===== src/hw/rtl/assert_macros.svh =====
// Assertion macros shared by the RTL. Defining NO_ASSERTIONS compiles them away.
`ifndef ASSERT_MACROS_SVH
`define ASSERT_MACROS_SVH

`ifndef NO_ASSERTIONS

// Checks a property at every rising clock edge outside reset.
`define ASSERT_CLK(lbl, clk, rst_n, prop) \
	lbl: assert property (@(posedge clk) disable iff (!(rst_n)) (prop)) \
	else $error("%m: assertion failed");

// Checks that an expression is never true outside reset.
`define ASSERT_NEVER(lbl, clk, rst_n, expr) \
	lbl: assert property (@(posedge clk) disable iff (!(rst_n)) !(expr)) \
	else $error("%m: forbidden condition seen");

`else

`define ASSERT_CLK(lbl, clk, rst_n, prop)
`define ASSERT_NEVER(lbl, clk, rst_n, expr)

`endif

`endif


===== src/hw/rtl/css_pkg.sv =====
package css_pkg;

	localparam int unsigned DEFAULT_MAX_BUFFER_BYTES = 32'd65535;

	localparam int CFG_DATA_W = 7;
	localparam int CFG_INDEX_W = 1;

	// Register indexes on the configuration port.
	localparam logic [CFG_INDEX_W-1:0] REG_MATCH_ANY_FINAL = 1'd0;
	localparam logic [CFG_INDEX_W-1:0] REG_WANTED_FINAL = 1'd1;

	localparam logic RESET_MATCH_ANY_FINAL = 1'b1;
	localparam logic [6:0] RESET_WANTED_FINAL = 7'd109;

	localparam logic [7:0] B_ESC = 8'h1B;
	localparam logic [7:0] B_LBRACKET = 8'h5B;
	localparam logic [7:0] B_PARAM_LO = 8'h30;
	localparam logic [7:0] B_PARAM_HI = 8'h3F;
	localparam logic [7:0] B_INTER_LO = 8'h20;
	localparam logic [7:0] B_INTER_HI = 8'h2F;
	localparam logic [7:0] B_FINAL_LO = 8'h40;
	localparam logic [7:0] B_FINAL_HI = 8'h7E;

	typedef enum logic [2:0] {
		PH_IDLE  = 3'd0,
		PH_ESC   = 3'd1,
		PH_PARAM = 3'd2,
		PH_INTER = 3'd3,
		PH_DONE  = 3'd4
	} phase_t;

	typedef enum logic [1:0] {
		ST_COMPLETE = 2'd0,
		ST_PARTIAL  = 2'd1,
		ST_NONE     = 2'd2
	} status_t;

	typedef struct packed {
		logic [7:0] data_byte;
		logic       last_byte;
	} css_in_t;

	typedef struct packed {
		logic [1:0]  scan_status;
		logic [15:0] start_offset;
		logic [15:0] seq_length;
	} css_out_t;

endpackage


===== src/hw/rtl/csi_sequence_scanner.sv =====
// CSI sequence scanner. Bytes of a buffer arrive on the byte channel (valid/ready),
// one per transfer, with last_byte set on the final byte. The block looks for the
// first ESC '[' params intermediates final sequence and gives exactly one result
// per buffer on the result channel: a complete match as soon as its final byte is
// seen, otherwise a partial-sequence or nothing-found result on the last byte.
// After a match the rest of the buffer is consumed without results.
// A byte is taken into an input register, then the phase machine, position counter
// and candidate start are updated in the same cycle as any result is written into
// the output register. A result is valid once its byte has passed the input and
// output registers, and one byte per cycle is accepted as long as results are taken.
// When the receiver stalls, a waiting result holds the output register; one more
// byte is still taken into the input register, after which byte_ready drops.
// Reset clears the phase to searching, the position and candidate start to zero,
// empties both registers and restores match_any_final = 1 and wanted_final = 'm'.
// Configuration writes on cfg_we must be made while idle; the block does not check.
// Positions and lengths saturate at MAX_BUFFER_BYTES and are reported in 16 bits.
module csi_sequence_scanner #(
	parameter int unsigned MAX_BUFFER_BYTES = css_pkg::DEFAULT_MAX_BUFFER_BYTES
) (
	input  logic                             clk,
	input  logic                             arst_n,
	input  logic                             byte_valid,
	output logic                             byte_ready,
	input  css_pkg::css_in_t                 byte_item,
	output logic                             result_valid,
	input  logic                             result_ready,
	output css_pkg::css_out_t                result_item,
	input  logic                             cfg_we,
	input  logic [css_pkg::CFG_INDEX_W-1:0]  cfg_index,
	input  logic [css_pkg::CFG_DATA_W-1:0]   cfg_data
);
	import css_pkg::*;

	localparam int POS_W = $clog2(64'(MAX_BUFFER_BYTES) + 64'd1);
	localparam int LEN_W = POS_W + 1;
	localparam logic [POS_W-1:0] MAX_POS = POS_W'(MAX_BUFFER_BYTES);
	localparam logic [LEN_W-1:0] MAX_LEN = LEN_W'(MAX_BUFFER_BYTES);

	logic             valid_s1;
	css_in_t          byte_s1;
	logic             result_valid_s2;
	css_out_t         result_s2;

	phase_t           phase_q;
	logic [POS_W-1:0] pos_q;
	logic [POS_W-1:0] cand_q;
	logic             match_any_q;
	logic [6:0]       wanted_q;

	phase_t           phase_nx;
	logic [POS_W-1:0] cand_nx;
	logic             found;
	logic             seek;
	logic             final_ok;
	logic             advance;
	logic             has_result;
	logic [7:0]       b;
	logic [LEN_W-1:0] len_raw;
	logic [LEN_W-1:0] len_sat;
	logic [LEN_W-1:0] pos_inc;
	logic [POS_W-1:0] pos_sat;
	css_out_t         result_nx;

	assign b = byte_s1.data_byte;

	// The input register item moves on whenever the output register can take a result.
	assign advance = valid_s1 && (!result_valid_s2 || result_ready);
	assign byte_ready = !valid_s1 || advance;

	assign final_ok = (b inside {[B_FINAL_LO:B_FINAL_HI]}) &&
		(match_any_q || (b == {1'b0, wanted_q}));

	// Next state of the phase machine.
	always_comb begin
		phase_nx = phase_q;
		cand_nx = cand_q;
		found = 1'b0;
		seek = 1'b0;
		case (phase_q)
			PH_IDLE: begin
				seek = 1'b1;
			end
			PH_ESC: begin
				if (b == B_LBRACKET) begin
					phase_nx = PH_PARAM;
				end else begin
					seek = 1'b1;
				end
			end
			PH_PARAM: begin
				if (b inside {[B_PARAM_LO:B_PARAM_HI]}) begin
					phase_nx = PH_PARAM;
				end else if (b inside {[B_INTER_LO:B_INTER_HI]}) begin
					phase_nx = PH_INTER;
				end else if (final_ok) begin
					phase_nx = PH_DONE;
					found = 1'b1;
				end else begin
					seek = 1'b1;
				end
			end
			PH_INTER: begin
				if (b inside {[B_INTER_LO:B_INTER_HI]}) begin
					phase_nx = PH_INTER;
				end else if (final_ok) begin
					phase_nx = PH_DONE;
					found = 1'b1;
				end else begin
					seek = 1'b1;
				end
			end
			default: begin
				phase_nx = PH_DONE;
			end
		endcase
		// A rejected byte is searched again, so an ESC here opens a new candidate.
		if (seek) begin
			if (b == B_ESC) begin
				phase_nx = PH_ESC;
				cand_nx = pos_q;
			end else begin
				phase_nx = PH_IDLE;
			end
		end
	end

	// Result and position arithmetic.
	always_comb begin
		len_raw = LEN_W'(pos_q) - LEN_W'(cand_nx) + LEN_W'(1);
		len_sat = (len_raw > MAX_LEN) ? MAX_LEN : len_raw;
		pos_inc = LEN_W'(pos_q) + LEN_W'(1);
		pos_sat = (pos_inc > MAX_LEN) ? MAX_POS : pos_inc[POS_W-1:0];
		has_result = found || (byte_s1.last_byte && (phase_nx != PH_DONE));
		result_nx.start_offset = 16'(cand_nx);
		result_nx.seq_length = 16'(len_sat);
		if (found) begin
			result_nx.scan_status = ST_COMPLETE;
		end else if (phase_nx == PH_IDLE) begin
			result_nx.scan_status = ST_NONE;
			result_nx.start_offset = '0;
			result_nx.seq_length = '0;
		end else begin
			result_nx.scan_status = ST_PARTIAL;
		end
	end

	always_ff @(posedge clk or negedge arst_n) begin
		if (!arst_n) begin
			valid_s1 <= 1'b0;
		end else if (byte_ready) begin
			valid_s1 <= byte_valid;
		end
	end

	always_ff @(posedge clk) begin
		if (byte_valid && byte_ready) begin
			byte_s1 <= byte_item;
		end
	end

	always_ff @(posedge clk or negedge arst_n) begin
		if (!arst_n) begin
			phase_q <= PH_IDLE;
			pos_q <= '0;
			cand_q <= '0;
		end else if (advance) begin
			if (byte_s1.last_byte) begin
				phase_q <= PH_IDLE;
				pos_q <= '0;
				cand_q <= '0;
			end else begin
				phase_q <= phase_nx;
				pos_q <= pos_sat;
				cand_q <= cand_nx;
			end
		end
	end

	always_ff @(posedge clk or negedge arst_n) begin
		if (!arst_n) begin
			result_valid_s2 <= 1'b0;
		end else if (advance) begin
			result_valid_s2 <= has_result;
		end else if (result_ready) begin
			result_valid_s2 <= 1'b0;
		end
	end

	always_ff @(posedge clk) begin
		if (advance && has_result) begin
			result_s2 <= result_nx;
		end
	end

	always_ff @(posedge clk or negedge arst_n) begin
		if (!arst_n) begin
			match_any_q <= RESET_MATCH_ANY_FINAL;
			wanted_q <= RESET_WANTED_FINAL;
		end else if (cfg_we) begin
			case (cfg_index)
				REG_MATCH_ANY_FINAL: match_any_q <= cfg_data[0];
				REG_WANTED_FINAL:    wanted_q <= cfg_data[6:0];
				default: begin
				end
			endcase
		end
	end

	assign result_valid = result_valid_s2;
	assign result_item = result_s2;

`include "assert_macros.svh"

	`ASSERT_CLK(a_cand_not_after_pos, clk, arst_n, cand_q <= pos_q)
	`ASSERT_CLK(a_pos_saturated, clk, arst_n, pos_q <= MAX_POS)
	`ASSERT_CLK(a_last_restarts, clk, arst_n,
		(advance && byte_s1.last_byte) |=> (phase_q == PH_IDLE && pos_q == '0))
	`ASSERT_NEVER(a_stall_only_when_full, clk, arst_n, !byte_ready && !valid_s1)
	`ASSERT_CLK(a_none_is_zero, clk, arst_n,
		(result_valid_s2 && result_s2.scan_status == ST_NONE) |->
		(result_s2.start_offset == '0 && result_s2.seq_length == '0))

endmodule

===== config.mk =====
export PLATFORM = sky130hd
export DESIGN_NAME = csi_sequence_scanner
export DESIGN_NICKNAME = d
export VERILOG_FILES = /design/src/hw/rtl/css_pkg.sv /design/src/hw/rtl/csi_sequence_scanner.sv
export VERILOG_INCLUDE_DIRS = /design/src /design/src/hw/rtl
export SDC_FILE = /design/constraint.sdc
export NUM_CORES = 1
export LEC_CHECK = 0
export BUFFER_PORTS_ARGS = -buffer_cell sky130_fd_sc_hd__buf_2
export CAP_MARGIN = 20
export CORE_ASPECT_RATIO = 0.8
export CORE_UTILIZATION = 45
export CTS_CLUSTER_SIZE = 28
export DETAILED_ROUTE_END_ITERATION = 8
export GPL_ROUTABILITY_DRIVEN = 0
export PLACE_DENSITY = 0.72
export SYNTH_ARGS = -nofsm -noshare
export SYNTH_HDL_FRONTEND = slang
export SYNTH_SLANG_ARGS = --single-unit
export TNS_END_PERCENT = 5

===== constraint.sdc =====
create_clock -name clk -period 4.3 [get_ports clk]
set_input_delay 0.86 -clock clk [delete_from_list [all_inputs] [get_ports clk]]
set_output_delay 0.86 -clock clk [all_outputs]
set_load 0.005 [all_outputs]

# --- Word level (Yosys, flattened, before mapping) ---
# Cells that the tools add are included.
word_totals:
  ff_bits: 88
  latchBits: 0
  ramBits: 0
  mem_bits_ro: 0
  in_bits: 22
  out_inout_bits: 36
  elab_cells: 78
  n_memories: 0
op_classes:
  addsub: 3
  mul: 0
  n_div: 0
  magnitude_cmp: 8
  eq_ne: 7
  n_shift: 0
  muxes: 28
  n_bitwise: 1
  reduce_logical: 19
ops:
  columns: ["op", "count"]
  rows:
  - ["16-bit 2-to-1 mux", 6]
  - ["32-bit 2-to-1 mux", 2]
  - ["17-bit by 16-bit greater-than comparator with 1-bit output, second input constant", 2]
  - ["3-bit 2-to-1 mux", 6]
  - ["16-bit by 1-bit adder with 17-bit output, second input constant", 1]
  - ["17-bit by 1-bit adder with 17-bit output, second input constant", 1]
  - ["16-bit by 16-bit subtractor with 17-bit output", 1]
  - ["8-bit by 6-bit greater-or-equal comparator with 1-bit output, second input constant", 2]
  - ["8-bit by 6-bit less-or-equal comparator with 1-bit output, second input constant", 2]
  - ["3-bit one-hot mux with 4 select lines", 1]
  - ["1-bit 2-to-1 mux", 10]
  - ["8-bit by 5-bit == test with 1-bit output, second input constant", 1]
  - ["8-bit by 7-bit == test with 1-bit output", 1]
  - ["8-bit by 7-bit == test with 1-bit output, second input constant", 1]
  - ["8-bit by 7-bit greater-or-equal comparator with 1-bit output, second input constant", 1]
  - ["8-bit by 7-bit less-or-equal comparator with 1-bit output, second input constant", 1]
  - ["1-bit logical AND", 8]
  - ["3-bit by 2-bit == test with 1-bit output, second input constant", 2]
  - ["3-bit zero test", 2]
  - ["1-bit logical OR", 4]
  - ["1-bit one-hot mux with 4 select lines", 1]
  - ["2-bit AND reduction", 2]
  - ["3-bit by 1-bit == test with 1-bit output, second input constant", 1]
  - ["3-bit != test, second input constant", 1]
  - ["other kinds (5)", 6]

# --- Depth between registers and ports, before layout ---
logic_depth:
  ltp_word: 14
  depth_mapped: 17
  depth_no_buf: 16

# --- Worst setup path after synthesis ---
# Ideal clock, no wire load.
synth_timing:
  path_kind: "flip-flop to flip-flop"
  start: "register byte_s1, in the netlist b[4]"
  end: "register result_s2, in the netlist result_item[15] (data pin)"
  setup_ps: 162
  arrival_ps: 3386
  required_ps: 4138
  setup_slack_ps: 752
  stages_incl_launch_ff: 18
  path_buffers: 1
  synth_period_minus_slack_ps: 3548
  cell_sequence: "edfxtp_1 -> nand4_1 -> nor3_2 -> and2_1 -> buf_2 -> mux2i_1 -> inv_1 -> ha_1 -> inv_1 -> ha_1 -> inv_1 -> fa_1 -> nor2b_1 -> o31ai_1 -> a211o_1 -> nand3b_1 -> a2111o_1 -> o2111ai_1"
synth_rtl:
  columns: ["element", "line", "rtl"]
  rows:
  - ["start: declaration", "csi_sequence_scanner.sv:40", "css_in_t byte_s1;"]
  - ["start signal: assignment", "csi_sequence_scanner.sv:157", "byte_s1 <= byte_item;"]
  - ["end signal: assignment", "csi_sequence_scanner.sv:191", "result_s2 <= result_nx;"]
  - ["end: declaration", "csi_sequence_scanner.sv:42", "css_out_t result_s2;"]

==> flow_summary.yaml <==
route:
  firstDrtPassIters: 4
  num_vias: 3734
  vias_per_cell: 5.73
  ant_nets: 0
  routedWlPerCell_microns: 16.8
  wl_microns: 10900
  drt_iter0_drc: 261
  drc: 0
power_and_ir_drop:
  p_switching_uw: 636
  switching_share_pct: 29.2
  p_per_area_mw_per_mm2: 388
  intPower_uw: 1540
  irDropWorstVdd_uv: 247
  pwr-share-clk_pct: 35.7
  p_comb_share_pct: 19.1
  p_leak_uw: 0.00241
  seqPwrFrac_pct: 45.2
synthesis:
  synth_area_per_cell_sq_um: 10.7
  yosys.area.top_type: "edfxtp_1"
  async_flop_share_pct: 51.1
  synth_ff_type: "edfxtp_1"
  syn_nets: 503
  netlist_area_sq_mm: 0.00491
  ys_seq_elements: 88
  netlist.area_leader.share_pct: 26.3
  yosysMostFrequentCell: "edfxtp_1"
  synth_warnings: 0
  yosysSeqAreaShare_pct: 49.4
  synthCells: 458
  ys_types: 57
  synth_area_leaders: "edfxtp_1, dfrtp_1, ha_1"
  yosys-top-cells-count: "edfxtp_1, dfrtp_1, nand2_1"
  synth-edff-count: 43
global_routing:
  grt_pass1_vias: 3635
  grt_max_degree: 46
  grt_pass1_wl_microns: 18300
  overflow: 0
  antenna_found_initial: 0
  grt_use_total_pct: 20.6
cts:
  cts_root_buf: "clkbuf_16"
  clock-sinks: 88
  clkSlewWorstSetupHoldPaths_ns: 0.07
  cts_tree: "yes"
  htree_levels: 3
  cts_buffer_depth: 2
  worst_skew_pair.late_latency_ns: 0.35
  ctsHoldBuffers: 0
  cts_buffers: 9
sta:
  fin_skew_ns: 0.0121
  period_needed_ns: 4.00
  fin_crit_sh_pct: 93.1
  fin_hold_ws_ns: 0.467
  setup_viol: 0
  worstMarginPinSlew_ns: 0.937
  fmax_mhz: 250
  fin_tns_setup_ns: 0
  timing.final.hold_violations: 0
  rsz0062_at_grt: "false"
  drv_slew: 0
  maxSlewHeadroom_pct: 37.4
floorplanning:
  rows: 33
  chipWidth_microns: 119
  core_area_sq_mm: 0.0104
  die_y_microns: 95.4
  io_pins: 58
  initial_utilization_pct: 47.0
  die-area_sq_mm: 0.0113
place:
  dp_hpwl_microns: 7750
  port_buffers: 57
setup_path:
  r2r_cells: 12
  r2r-end: "result_item[8]"
  r2r-start: "b[4]"
  criticalPathCategory: "reg2reg"
  worstPathRequired_ns: 4.37
  crit_path_start_kind: "flip-flop"
  path_max_fanout: 14
  worstPathArrival_ns: 4.07
  end_kind: "flip-flop"
  r2r_setup_slack_ns: 0.30
job:
  cap_violations: 0
layout:
  fin_util_pct: 53.9
  multi_input_area_sq_mm: 0.00233
  finalNetCount: 552
  drive_above_1_share_pct: 20.7
  fillers: 911
  area_growth_syn_to_layout_pct: 14.6
  regArea_sq_mm: 0.00242
  insertedDiodeCount: 0
run_status:
  status: "finished clean"
min_path:
  hp-class: "in2async"
worst max-delay path, cell delays in order, from the launching register on:
cell	delay, ns
edfxtp_1	0.47
nand4_1	0.16
nor3_2	0.24
and2_1	0.37
mux2i_1	0.44
ha_1	0.32
ha_1	0.38
nand4_1	0.15
nor2_1	0.13
o21ai_0	0.10
a211oi_2	0.35
or3_1	0.44
a31oi_1	0.16
power by group through the flow:
stage / Clock [uW] / Combinational, uW / Sequential (uW)
2_1_floorplan: 0 / 315 / 978
3_3_place_gp: 0 / 392 / 998
3_5_place_dp: 0 / 404 / 1000
4_1_cts: 796 / 408 / 984
5_1_grt: 822 / 456 / 991
6_report: 779 / 415 / 986
sequential cells by signal, indices dropped and copies added, names as in the netlist:
signal	flops
b	8
byte_s1	1
cand_q	16
match_any_q	1
phase_q	3
pos_q	16
result_item	34
result_valid	1
valid_s1	1
wanted_q	7
area by class of cell:
cell class / count / share of cell area, %
Sequential cell: 88 / 43.1
Multi-Input combinational cell: 330 / 41.4
Timing Repair Buffer: 63 / 6.09
Clock buffer: 10 / 4.45
Tap cell: 140 / 3.11
Inverter: 15 / 1.00
Clock inverter: 6 / 0.801
per-layer routing:
layer | up-vias | global-route usage [%] | wire [microns]
met5 | - | 0 | 0
met4 | 0 | 6.96 | 150
met3 | 16 | 4.07 | 586
met2 | 115 | 32.0 | 4960
met1 | 1781 | 29.0 | 5230
li1 | 1822 | - | -
metrics by stage:
step	cell area, sq um	total power [uW]	worst slack, ns	instances
finish	5630	2180	0.297	652
detailed placement	5310	1400	0.231	635
global route	5630	2270	0.0412	652
floorplan	4910	1290	0.752	458
CTS	5600	2190	0.208	651
global placement	5310	1390	0.513	635
cell families (layout without fill, tap and decap cells):
kind of cell	after synthesis	after routing	synth area share, %
compound gates	138	138	19.8
xor+xnor	28	28	4.99
fa+ha+maj	23	23	6.01
buf+inv	40	94	3.26
flops	88	88	49.4
mux	13	13	2.85
simple gates	128	128	13.7
how the worst max path moves through the flow:
stage / start / to / slack (ns)
finish: b[4] / result_item[8] / 0.30
CTS: b[4] / result_item[8] / 0.21
floorplan: b[4] / result_item[15] / 0.75
global placement: b[4] / result_item[6] / 0.51
global route: b[4] / result_item[13] / 0.04
detailed placement: b[4] / result_item[8] / 0.23
timing repair:
action,CTS,global route
gates resized for setup,0,1
setup buffers,0,0
setup endpoints to repair,0,14
cells in the final DEF, fill, tap and decap left out, drive strengths merged, types with 3 or more instances in the layout:
cell / count
o22a: 6
nor2b: 5
dfrtp: 39
inv: 19
a31o: 3
nand2b: 7
ha: 22
dfstp: 6
nor3b: 11
o2111ai: 3
o21a: 3
nor3: 7
a31oi: 24
edfxtp: 43
xor2: 23
a22o: 23
and2: 7
xnor2: 5
o21ai: 19
mux2: 8
a41oi: 4
clkbuf: 10
nor2: 25
nand4: 5
and3: 6
nand3: 5
mux2i: 5
buf: 63
a21oi: 35
nor4: 4
nand2: 39
Note: power is estimated with default switching activity, not from simulation.
